<file path="src/hdl/quoted_field_splitter_core_macros.svh">
// ----------------------------------------------------------------------------
// Assertion macros for the quoted field splitter.
// Each use checks a property on the rising edge of clock, gated off in reset.
// ----------------------------------------------------------------------------
`ifndef QUOTED_FIELD_SPLITTER_CORE_MACROS_SVH
`define QUOTED_FIELD_SPLITTER_CORE_MACROS_SVH
`ifndef SYNTH
// Same-cycle implication.
`define QFS_ASSERT_IMPLIES(label, ante, cons) \
   label: assert property (@(posedge clock) disable iff (reset) (ante) |-> (cons)) \
      else $error("qfs: same-cycle check failed");
// Next-cycle implication.
`define QFS_ASSERT_NEXT(label, ante, cons) \
   label: assert property (@(posedge clock) disable iff (reset) (ante) |=> (cons)) \
      else $error("qfs: next-cycle check failed");
`else
`define QFS_ASSERT_IMPLIES(label, ante, cons)
`define QFS_ASSERT_NEXT(label, ante, cons)
`endif
`endif

</file>
<file path="src/hdl/qfs_pkg.sv">
// ----------------------------------------------------------------------------
// qfs_pkg
// Shared types, codes and constants of the quoted field splitter.
// ----------------------------------------------------------------------------
package qfs_pkg;

   // Field widths.
   localparam int CHAR_W        = 8;
   localparam int KIND_W        = 2;
   localparam int FIELD_INDEX_W = 6;
   localparam int FIELD_COUNT_W = 7;
   localparam int RSP_DATA_W    = 24;

   // Configuration register widths and indexes.
   localparam int SEP_BYTES_W  = 32;
   localparam int SEP_COUNT_W  = 3;
   localparam int MAX_FIELDS_W = 7;
   localparam int SEP_LANES    = 4;
   localparam int CSR_INDEX_W  = 2;
   localparam int CSR_DATA_W   = 32;

   localparam logic [CSR_INDEX_W-1:0] CSR_SEP_BYTES  = 2'd0;
   localparam logic [CSR_INDEX_W-1:0] CSR_SEP_COUNT  = 2'd1;
   localparam logic [CSR_INDEX_W-1:0] CSR_MAX_FIELDS = 2'd2;

   localparam logic [SEP_BYTES_W-1:0]  RST_SEP_BYTES  = 32'd32;
   localparam logic [SEP_COUNT_W-1:0]  RST_SEP_COUNT  = 3'd1;
   localparam logic [MAX_FIELDS_W-1:0] RST_MAX_FIELDS = 7'd64;

   // Parameter defaults.
   localparam int DEF_MAX_FIELD_LIMIT = 64;
   localparam int DEF_SEPARATOR_SLOTS = 4;

   // Result kinds.
   localparam logic [KIND_W-1:0] KIND_DATA       = 2'd0;
   localparam logic [KIND_W-1:0] KIND_FIELD_END  = 2'd1;
   localparam logic [KIND_W-1:0] KIND_STRING_END = 2'd2;

   // Special bytes.
   localparam logic [CHAR_W-1:0] QUOTE_BYTE = 8'h27;
   localparam logic [CHAR_W-1:0] NUL_BYTE   = 8'h00;

   // Result queue geometry (a power of two, at least two).
   localparam int QUEUE_DEPTH = 4;
   localparam int QPTR_W      = $clog2(QUEUE_DEPTH);
   localparam int QCNT_W      = $clog2(QUEUE_DEPTH + 1);

   // One result item, kind in the lowest bits.
   typedef struct packed {
      logic                     last;
      logic [FIELD_COUNT_W-1:0] field_count;
      logic [FIELD_INDEX_W-1:0] field_index;
      logic [CHAR_W-1:0]        out_byte;
      logic [KIND_W-1:0]        kind;
   } qfs_rsp_type;

   // Up to two results written into the queue in one cycle.
   typedef struct packed {
      logic [1:0]  n;
      qfs_rsp_type a;
      qfs_rsp_type b;
   } qfs_push_type;

   function automatic qfs_rsp_type mk_rsp(
      input logic [KIND_W-1:0]        kind_v,
      input logic [CHAR_W-1:0]        data_v,
      input logic [FIELD_INDEX_W-1:0] index_v,
      input logic [FIELD_COUNT_W-1:0] count_v
   );
      qfs_rsp_type r;
      r.last        = 1'b0;
      r.field_count = count_v;
      r.field_index = index_v;
      r.out_byte    = data_v;
      r.kind        = kind_v;
      return r;
   endfunction

endpackage

</file>
<file path="src/hdl/quoted_field_splitter_core.sv">
// ----------------------------------------------------------------------------
// quoted_field_splitter_core
// Splits a zero-terminated byte stream into fields at configured separators.
// ----------------------------------------------------------------------------
// Usage:
//   String bytes arrive on the req_ channel, one byte per request, a zero
//   byte closing each string. Results leave on the rsp_ channel: data bytes
//   with their field index, field ends with the separator that closed them,
//   and a string end with the field count. rsp_tlast marks the final result
//   that a request produced; a request may produce none, one or two.
//   The csr_ port writes the separator bytes, the number of separator lanes
//   in use and the field limit; write it only while the block is idle.
//   Flow: a request is registered at acceptance, then processed once the
//   queue has room, which writes its results into the queue; the first
//   result is offered from that edge on.
//   Throughput: one request per cycle while the queue has room; the output
//   side gives one result per cycle while rsp_tready is high, so a request
//   that yields both a field end and a string end leaves an extra result
//   for the output side; the four-entry result queue absorbs it.
//   Reset restores the register defaults (space separator, one lane, 64
//   fields) and clears the parser state; the queue starts empty.
//   When rsp_tready is held low, results wait in the queue, and req_tready
//   falls once a request is held and the queue cannot take two more results.
// ----------------------------------------------------------------------------
`include "quoted_field_splitter_core_macros.svh"

module quoted_field_splitter_core
   import qfs_pkg::*;
#(
   parameter int MAX_FIELD_LIMIT = DEF_MAX_FIELD_LIMIT,
   parameter int SEPARATOR_SLOTS = DEF_SEPARATOR_SLOTS
) (
   input  logic                   clock,
   input  logic                   reset,
   // Request channel.
   input  logic                   req_tvalid,
   output logic                   req_tready,
   input  logic [CHAR_W-1:0]      req_tdata,   // [7:0] char_in
   // Response channel.
   output logic                   rsp_tvalid,
   input  logic                   rsp_tready,
   output logic [RSP_DATA_W-1:0]  rsp_tdata,   // [1:0] kind, [9:2] out_byte,
                                               // [15:10] field_index,
                                               // [22:16] field_count, [23] zero
   output logic                   rsp_tlast,   // last
   // Configuration write port.
   input  logic                   csr_we,
   input  logic [CSR_INDEX_W-1:0] csr_index,
   input  logic [CSR_DATA_W-1:0]  csr_wdata
);

   localparam int CW    = $clog2(MAX_FIELD_LIMIT + 1);
   localparam int LANES = (SEPARATOR_SLOTS < SEP_LANES) ? SEPARATOR_SLOTS : SEP_LANES;

   // Parser phases.
   localparam logic [1:0] PH_SKIP  = 2'd0;
   localparam logic [1:0] PH_FIELD = 2'd1;
   localparam logic [1:0] PH_QUOTE = 2'd2;
   localparam logic [1:0] PH_DONE  = 2'd3;

   logic [SEP_BYTES_W-1:0]  sep_bytes_ff;
   logic [SEP_COUNT_W-1:0]  sep_count_ff;
   logic [MAX_FIELDS_W-1:0] max_fields_ff;

   logic              in_valid_ff, in_valid_in;
   logic [CHAR_W-1:0] in_char_ff;
   logic [1:0]        phase_ff, phase_in;
   logic [CW-1:0]     cf_ff, cf_in;
   logic              fhb_ff, fhb_in;

   logic              fire;
   logic              room;
   logic              pop;
   logic              q_not_empty;
   qfs_rsp_type       q_head;
   qfs_push_type      push;
   logic              is_sep;
   logic [CW-1:0]     limit;
   logic [CW-1:0]     cf_inc;
   logic [CW-1:0]     done_cnt;
   logic [CHAR_W-1:0] c;

   // Configuration registers.
   always_ff @(posedge clock) begin
      if (reset) begin
         sep_bytes_ff  <= RST_SEP_BYTES;
         sep_count_ff  <= RST_SEP_COUNT;
         max_fields_ff <= RST_MAX_FIELDS;
      end else if (csr_we) begin
         unique case (csr_index)
            CSR_SEP_BYTES:  sep_bytes_ff  <= csr_wdata[SEP_BYTES_W-1:0];
            CSR_SEP_COUNT:  sep_count_ff  <= csr_wdata[SEP_COUNT_W-1:0];
            CSR_MAX_FIELDS: max_fields_ff <= csr_wdata[MAX_FIELDS_W-1:0];
            default: ;
         endcase
      end
   end

   // Input register: refilled whenever the held byte moves on.
   assign fire        = in_valid_ff && room;
   assign req_tready  = !in_valid_ff || fire;
   assign in_valid_in = (req_tvalid && req_tready) || (in_valid_ff && !fire);

   always_ff @(posedge clock) begin
      if (reset) begin
         in_valid_ff <= 1'b0;
      end else begin
         in_valid_ff <= in_valid_in;
      end
   end

   always_ff @(posedge clock) begin
      if (req_tvalid && req_tready) begin
         in_char_ff <= req_tdata;
      end
   end

   assign c = in_char_ff;

   // Separator match over the lanes in use; a zero lane never matches.
   always_comb begin
      is_sep = 1'b0;
      for (int i = 0; i < LANES; i++) begin
         if ((i < int'(sep_count_ff)) && (sep_bytes_ff[8*i +: 8] != NUL_BYTE)
             && (sep_bytes_ff[8*i +: 8] == c)) begin
            is_sep = 1'b1;
         end
      end
   end

   // Field limit: zero acts as one, large values saturate.
   always_comb begin
      if (max_fields_ff == '0) begin
         limit = CW'(1);
      end else if (int'(max_fields_ff) > MAX_FIELD_LIMIT) begin
         limit = CW'(MAX_FIELD_LIMIT);
      end else begin
         limit = CW'(max_fields_ff);
      end
   end

   assign cf_inc   = CW'(cf_ff + 1'b1);
   // After the limit, an empty closing field is taken back out of the count.
   assign done_cnt = (!fhb_ff && (cf_ff != '0)) ? CW'(cf_ff - 1'b1) : cf_ff;

   // Parser step for the held byte.
   always_comb begin
      phase_in = phase_ff;
      cf_in    = cf_ff;
      fhb_in   = fhb_ff;
      push.n   = 2'd0;
      push.a   = mk_rsp(KIND_DATA, c, FIELD_INDEX_W'(cf_ff), '0);
      push.b   = mk_rsp(KIND_STRING_END, NUL_BYTE, '0,
                        FIELD_COUNT_W'(cf_ff) + FIELD_COUNT_W'(fhb_ff));
      if (fire) begin
         unique case (phase_ff)
            PH_SKIP: begin
               if (c == NUL_BYTE) begin
                  push.n   = 2'd1;
                  push.a   = mk_rsp(KIND_STRING_END, NUL_BYTE, '0,
                                    FIELD_COUNT_W'(cf_ff));
                  phase_in = PH_SKIP;
                  cf_in    = '0;
                  fhb_in   = 1'b0;
               end else if (is_sep) begin
                  phase_in = PH_SKIP;
               end else if (c == QUOTE_BYTE) begin
                  phase_in = PH_QUOTE;
                  fhb_in   = 1'b0;
               end else begin
                  push.n   = 2'd1;
                  phase_in = PH_FIELD;
                  fhb_in   = 1'b1;
               end
            end
            PH_FIELD, PH_QUOTE: begin
               if (c == NUL_BYTE) begin
                  // Close the open field, then end the string.
                  push.n   = 2'd2;
                  push.a   = mk_rsp(KIND_FIELD_END, NUL_BYTE, FIELD_INDEX_W'(cf_ff), '0);
                  phase_in = PH_SKIP;
                  cf_in    = '0;
                  fhb_in   = 1'b0;
               end else if (phase_ff == PH_QUOTE) begin
                  if (c == QUOTE_BYTE) begin
                     phase_in = PH_FIELD;
                  end else begin
                     push.n = 2'd1;
                     fhb_in = 1'b1;
                  end
               end else if (is_sep) begin
                  push.n = 2'd1;
                  push.a = mk_rsp(KIND_FIELD_END, c, FIELD_INDEX_W'(cf_ff), '0);
                  cf_in  = cf_inc;
                  if (cf_inc >= limit) begin
                     phase_in = PH_DONE;
                  end else begin
                     phase_in = PH_SKIP;
                     fhb_in   = 1'b0;
                  end
               end else if (c == QUOTE_BYTE) begin
                  phase_in = PH_QUOTE;
               end else begin
                  push.n = 2'd1;
                  fhb_in = 1'b1;
               end
            end
            PH_DONE: begin
               if (c == NUL_BYTE) begin
                  push.n   = 2'd1;
                  push.a   = mk_rsp(KIND_STRING_END, NUL_BYTE, '0,
                                    FIELD_COUNT_W'(done_cnt));
                  phase_in = PH_SKIP;
                  cf_in    = '0;
                  fhb_in   = 1'b0;
               end
            end
         endcase
      end
      // Mark the final result of this byte.
      if (push.n == 2'd1) begin
         push.a.last = 1'b1;
      end
      if (push.n == 2'd2) begin
         push.b.last = 1'b1;
      end
   end

   // Parser state.
   always_ff @(posedge clock) begin
      if (reset) begin
         phase_ff <= PH_SKIP;
         cf_ff    <= '0;
         fhb_ff   <= 1'b0;
      end else begin
         phase_ff <= phase_in;
         cf_ff    <= cf_in;
         fhb_ff   <= fhb_in;
      end
   end

   // Result queue and response channel.
   assign pop = rsp_tvalid && rsp_tready;

   qfs_rsp_queue u_rsp_queue (
      .clock     (clock),
      .reset     (reset),
      .push      (push),
      .pop       (pop),
      .room      (room),
      .not_empty (q_not_empty),
      .head      (q_head)
   );

   assign rsp_tvalid = q_not_empty;
   assign rsp_tdata  = {1'b0, q_head.field_count, q_head.field_index,
                        q_head.out_byte, q_head.kind};
   assign rsp_tlast  = q_head.last;

   `QFS_ASSERT_NEXT(a_restart, fire && (c == NUL_BYTE), (phase_ff == PH_SKIP) && (cf_ff == '0) && !fhb_ff)
   `QFS_ASSERT_IMPLIES(a_done_has_fields, phase_ff == PH_DONE, cf_ff != '0)
   `QFS_ASSERT_IMPLIES(a_pair_is_end, push.n == 2'd2, (push.a.kind == KIND_FIELD_END) && (push.b.kind == KIND_STRING_END))

endmodule

</file>
<file path="src/hdl/qfs_rsp_queue.sv">
// ----------------------------------------------------------------------------
// qfs_rsp_queue
// Small result queue: takes up to two results a cycle, gives one a cycle when popped.
// ----------------------------------------------------------------------------
`include "quoted_field_splitter_core_macros.svh"

module qfs_rsp_queue
   import qfs_pkg::*;
(
   input  logic         clock,
   input  logic         reset,
   input  qfs_push_type push,
   input  logic         pop,
   output logic         room,
   output logic         not_empty,
   output qfs_rsp_type  head
);

   qfs_rsp_type       mem_ff [QUEUE_DEPTH];
   logic [QPTR_W-1:0] wr_ff, wr_in;
   logic [QPTR_W-1:0] rd_ff, rd_in;
   logic [QCNT_W-1:0] count_ff, count_in;
   logic [QPTR_W-1:0] wr_next;

   // Pointer arithmetic wraps naturally since the depth is a power of two.
   assign wr_next   = QPTR_W'(wr_ff + 1'b1);
   assign not_empty = (count_ff != '0);
   assign head      = mem_ff[rd_ff];

   // Space for a worst-case pair of results, counting the entry leaving now.
   assign room = (int'(count_ff) + 2) <= (QUEUE_DEPTH + int'(pop));

   always_comb begin
      wr_in    = QPTR_W'(wr_ff + QPTR_W'(push.n));
      rd_in    = pop ? QPTR_W'(rd_ff + 1'b1) : rd_ff;
      count_in = QCNT_W'(count_ff + QCNT_W'(push.n) - QCNT_W'(pop));
   end

   // Storage writes, one or two entries at the tail.
   always_ff @(posedge clock) begin
      if (push.n != 2'd0) begin
         mem_ff[wr_ff] <= push.a;
      end
      if (push.n == 2'd2) begin
         mem_ff[wr_next] <= push.b;
      end
   end

   // Pointers and fill level.
   always_ff @(posedge clock) begin
      if (reset) begin
         wr_ff    <= '0;
         rd_ff    <= '0;
         count_ff <= '0;
      end else begin
         wr_ff    <= wr_in;
         rd_ff    <= rd_in;
         count_ff <= count_in;
      end
   end

   `QFS_ASSERT_IMPLIES(a_no_overflow, push.n != 2'd0, (int'(count_ff) + int'(push.n) - int'(pop)) <= QUEUE_DEPTH)
   `QFS_ASSERT_IMPLIES(a_no_underflow, pop, count_ff != '0)

endmodule
</file>
<file path="config.mk">
export PLATFORM = sky130hd
export DESIGN_NAME = quoted_field_splitter_core
export DESIGN_NICKNAME = d
export VERILOG_FILES = /design/src/hdl/qfs_pkg.sv /design/src/hdl/quoted_field_splitter_core.sv /design/src/hdl/qfs_rsp_queue.sv
export VERILOG_INCLUDE_DIRS = /design/src /design/src/hdl
export SDC_FILE = /design/constraint.sdc
export NUM_CORES = 1
export LEC_CHECK = 0
export BUFFER_PORTS_ARGS = -buffer_cell sky130_fd_sc_hd__buf_2
export CAP_MARGIN = 10
export CORE_UTILIZATION = 27
export CTS_CLUSTER_DIAMETER = 150
export DETAILED_ROUTE_END_ITERATION = 7
export PLACE_DENSITY = 0.48
export SLEW_MARGIN = 20
export SYNTH_ARGS = -nofsm -noshare
export SYNTH_HDL_FRONTEND = slang
export SYNTH_SLANG_ARGS = --single-unit
</file>
<file path="constraint.sdc">
create_clock -name clock -period 4.3 [get_ports clock]
set_clock_uncertainty 0.1 [all_clocks]
set_input_delay 0.43 -clock clock [delete_from_list [all_inputs] [get_ports clock]]
set_output_delay 0.43 -clock clock [all_outputs]
set_load 0.02 [all_outputs]
</file>
==> qor.yml <==
place:
  pre_cts_ws_ns: 0.5826
  port-buffer-count: 72
  hpwl_um: 15280
  place.gp.congestion: 0.7996
  placed_cell_area_um2: 8910
  place_inst: 1266
cells_and_area:
  layout-drive-gt1-share_pct: 17.62
  nNetsFinal: 966
  insertedDiodeCount: 0
  fin_area_um2: 9529
  post-route-util_pct: 31.90
  syn2layout_area_growth_pct: 15.20
  final_cells: 1298
sta:
  setup_viol: 0
  worstMarginPinSlew_ns: 0.9724
  setup_ws_ns: 0.5679
  rsz0062_at_grt: "no"
  fin_crit_ns: 3.732
  fin_hold_ws_ns: 0.06750
  fin_crit_sh_pct: 86.79
  drv_slew: 0
  fmax_mhz: 267.9
  hold_viol_final: 0
  finalSetupTns_ns: 0
  relSlewSlack_pct: 35.18
floorplan:
  start_util_pct: 27.69
  fp.dieW_um: 177.0
  io_pins: 74
  num_rows: 63
  coreArea_um2: 29870
  die_area_um2: 31340
  dieHeight_um: 177.0
global_routing:
  antenna_found_initial: 0
  grt_max_degree: 47
  grt_pass1_vias: 6570
  grt-ovfl-total: 0
  grt_use_total_pct: 15.25
  grt_pass1_wl_um: 36570
clock_network:
  clockRootBuffer: "clkbuf_16"
  cts_tree: "built"
  cts_made_buffers: 17
  ctsHtreeMaxLevel: 4
  clkTransAtPathRegs_ns: 0.07
  clk_latency_ns: 0.43
  ctsResizeCount: 0
  clock_path_buffers: 2
  postCtsSetupRepairBufs: 0
  cts_sinks: 166
  cts_hold_buf: 0
yosys:
  synth_fa_ha_area_share_pct: 3.721
  synth.area.mux_share_pct: 9.560
  seq_area_frac_synth_pct: 45.02
  synth.ff_latch_count: 166
  synth-xor-area-share_pct: 5.612
  synth_cells: 855
  synth_cell_types: 63
  synth_nets: 926
  synth-edff-count: 40
  synth_top_family_by_area: "compound AO/OA/AOI/OAI gates"
  avgSynthCellArea_um2: 9.674
  postSynth.topFlopCell: "dfxtp_1"
  synth_compound_area_share_pct: 16.73
  synth_area_um2: 8272
  synth-simple-area-share_pct: 14.43
  async_reset_ff_share_pct: 0
  ys.warnings.count: 0
critical_path:
  crit_arrival_ns: 3.95
  startpoint_type: "register"
  endpoint_kind: "register"
  path_cells: "xor2_1, nor4_1, nand4_1, o41ai_2, o31ai_1, o2bb2ai_1, ha_1, fa_1, xnor2_1, xnor2_1, nor2_1"
  max_stage_delay_ns: 0.65
  crit_family: "compound AO/OA/AOI/OAI gates"
  critical_path_class: "register to register"
  crit_path_max_fanout: 6
  critPathRequiredTime_ns: 4.51
  critPathSlowestCell: "o41ai_2"
  path_buf_inv: 0
  cp_common_cell: "xnor2_1"
power_and_ir_drop:
  power_density_nw_per_um2: 508.3
  p_total_mw: 4.844
  irDropWorstVdd_v: 0.0003055
  p_leak_nw: 3.559
min_path:
  hp-class: "input port to register"
status:
  run_status: "finished, final reports clean"
route:
  viasPerCell: 4.985
  firstDrtPassIters: 5
  avgRoutedWirePerCell_um: 17.73
  drc: 0
  drt_iter0_drc: 442
  routed_wl_um: 23010
  num_vias: 6471
  ant_nets: 0
run:
  drv_cap: 0
-- cell usage in the layout, fill, tap and decap left out, drive strengths merged, types with 23 or more instances in the layout --
| cell type | netlist | layout |
|---|---|---|
| a21oi | 43 | 43 |
| edfxtp | 40 | 40 |
| mux4 | 24 | 24 |
| ha | 23 | 23 |
| xor2 | 33 | 33 |
| o211ai | 48 | 48 |
| nand2 | 128 | 128 |
| o21ai | 65 | 65 |
| dfxtp | 126 | 126 |
| buf | 35 | 85 |
| mux2i | 25 | 25 |
| nor2 | 49 | 49 |
| inv | 24 | 29 |
-- final cells by class --
type                            count  area, um^2
Tap cell                          390       488.0
Timing Repair Buffer               85       457.9
Sequential cell                   166        3725
Inverter                           24       90.09
Clock inverter                     15       193.9
Clock buffer                       17       425.4
Fill cell                        3135       20350
Multi-Input combinational cell    601        4149
-- cell families after synthesis --
| group | Yosys count |
|---|---|
| muxes | 49 |
| DFF | 166 |
| and+or+nand+nor | 262 |
| xor gates and xnor gates | 53 |
| adders and majority gates | 24 |
| buffers and inverters | 88 |
| other | 1 |
| AOI/OAI and AO/OA | 212 |
-- registers in the layout, indices dropped and copies added (netlist names), named ones only --
signal / flops
sep_bytes_ff: 32
max_fields_ff: 7
cf_ff: 7
in_valid_ff: 1
u_rsp_queue.count_ff: 3
sep_count_ff: 3
c: 8
u_rsp_queue.wr_ff: 2
u_rsp_queue.rd_ff: 2
u_rsp_queue.mem_ff: 96
phase_ff: 2
fhb_ff: 1
-- path summary, 6_finish.rpt --
path,start,endpoint,slack (ns),cells past startpoint
worst max register to register,c[6],u_rsp_queue.count_ff[2],0.57,11
worst min register to register,u_rsp_queue.mem_ff[0][3],u_rsp_queue.mem_ff[0][3],0.36,2
worst min-delay path,req_tdata[5],c[5],0.07,1
worst max-delay path,c[6],u_rsp_queue.count_ff[2],0.57,11
-- worst register-to-register path, cell delays in order, from the launching register on --
cell and delay [ns]:
edfxtp_1 0.59, xor2_1 0.23, nor4_1 0.29, nand4_1 0.14, o41ai_2 0.65, o31ai_1 0.35, o2bb2ai_1 0.24, ha_1 0.24
fa_1 0.39, xnor2_1 0.21, xnor2_1 0.14, nor2_1 0.05
-- power by group --
part	leakage, nW	total [mW]	internal [mW]	switching (mW)
Combinational	1.87	1.23	0.515	0.716
Sequential	1.40	1.99	1.80	0.191
Clock	0.287	1.62	0.928	0.690
-- synthesized netlist by cell type, drive strengths merged (2+ instances only) --
| master | n | area, um^2 |
|---|---|---|
| nand2 | 128 | 488.0 |
| dfxtp | 126 | 2522 |
| o21ai | 65 | 332.8 |
| nor2 | 49 | 183.9 |
| o211ai | 48 | 360.4 |
| a21oi | 43 | 219.0 |
| edfxtp | 40 | 1201 |
| buf | 35 | 203.9 |
| xor2 | 33 | 289.0 |
| clkbuf | 29 | 110.1 |
| mux2i | 25 | 250.2 |
| inv | 24 | 90.09 |
| mux4 | 24 | 540.5 |
| ha | 23 | 287.8 |
| nand3 | 20 | 105.1 |
| o22ai | 20 | 125.1 |
| xnor2 | 20 | 175.2 |
| nor4 | 13 | 81.33 |
| nor3 | 12 | 65.06 |
| nand2b | 10 | 62.56 |
| nor2b | 8 | 50.05 |
| a22o | 6 | 52.55 |
| a211oi | 4 | 30.03 |
| a21o | 4 | 37.53 |
| nand3b | 4 | 30.03 |
| o31ai | 4 | 30.03 |
| or2 | 4 | 25.03 |
| a311oi | 3 | 26.28 |
| nand4 | 3 | 18.77 |
| or3 | 3 | 18.77 |
| or4 | 3 | 26.27 |
| a211o | 2 | 18.77 |
| a31oi | 2 | 12.51 |
| nor3b | 2 | 15.01 |
| o2bb2ai | 2 | 36.29 |
| o41ai | 2 | 25.03 |
| or3b | 2 | 17.52 |
-- per-layer routing --
metal,vias to the layer above,share of wire [%],GRT usage [%]
met2,147,45,23.67
met3,25,4.9,3.436
li1,3157,-,-
met5,-,0,0
met1,3142,48,20.87
met4,0,1.3,4.813
Note: power is estimated with default switching activity, not from simulation.
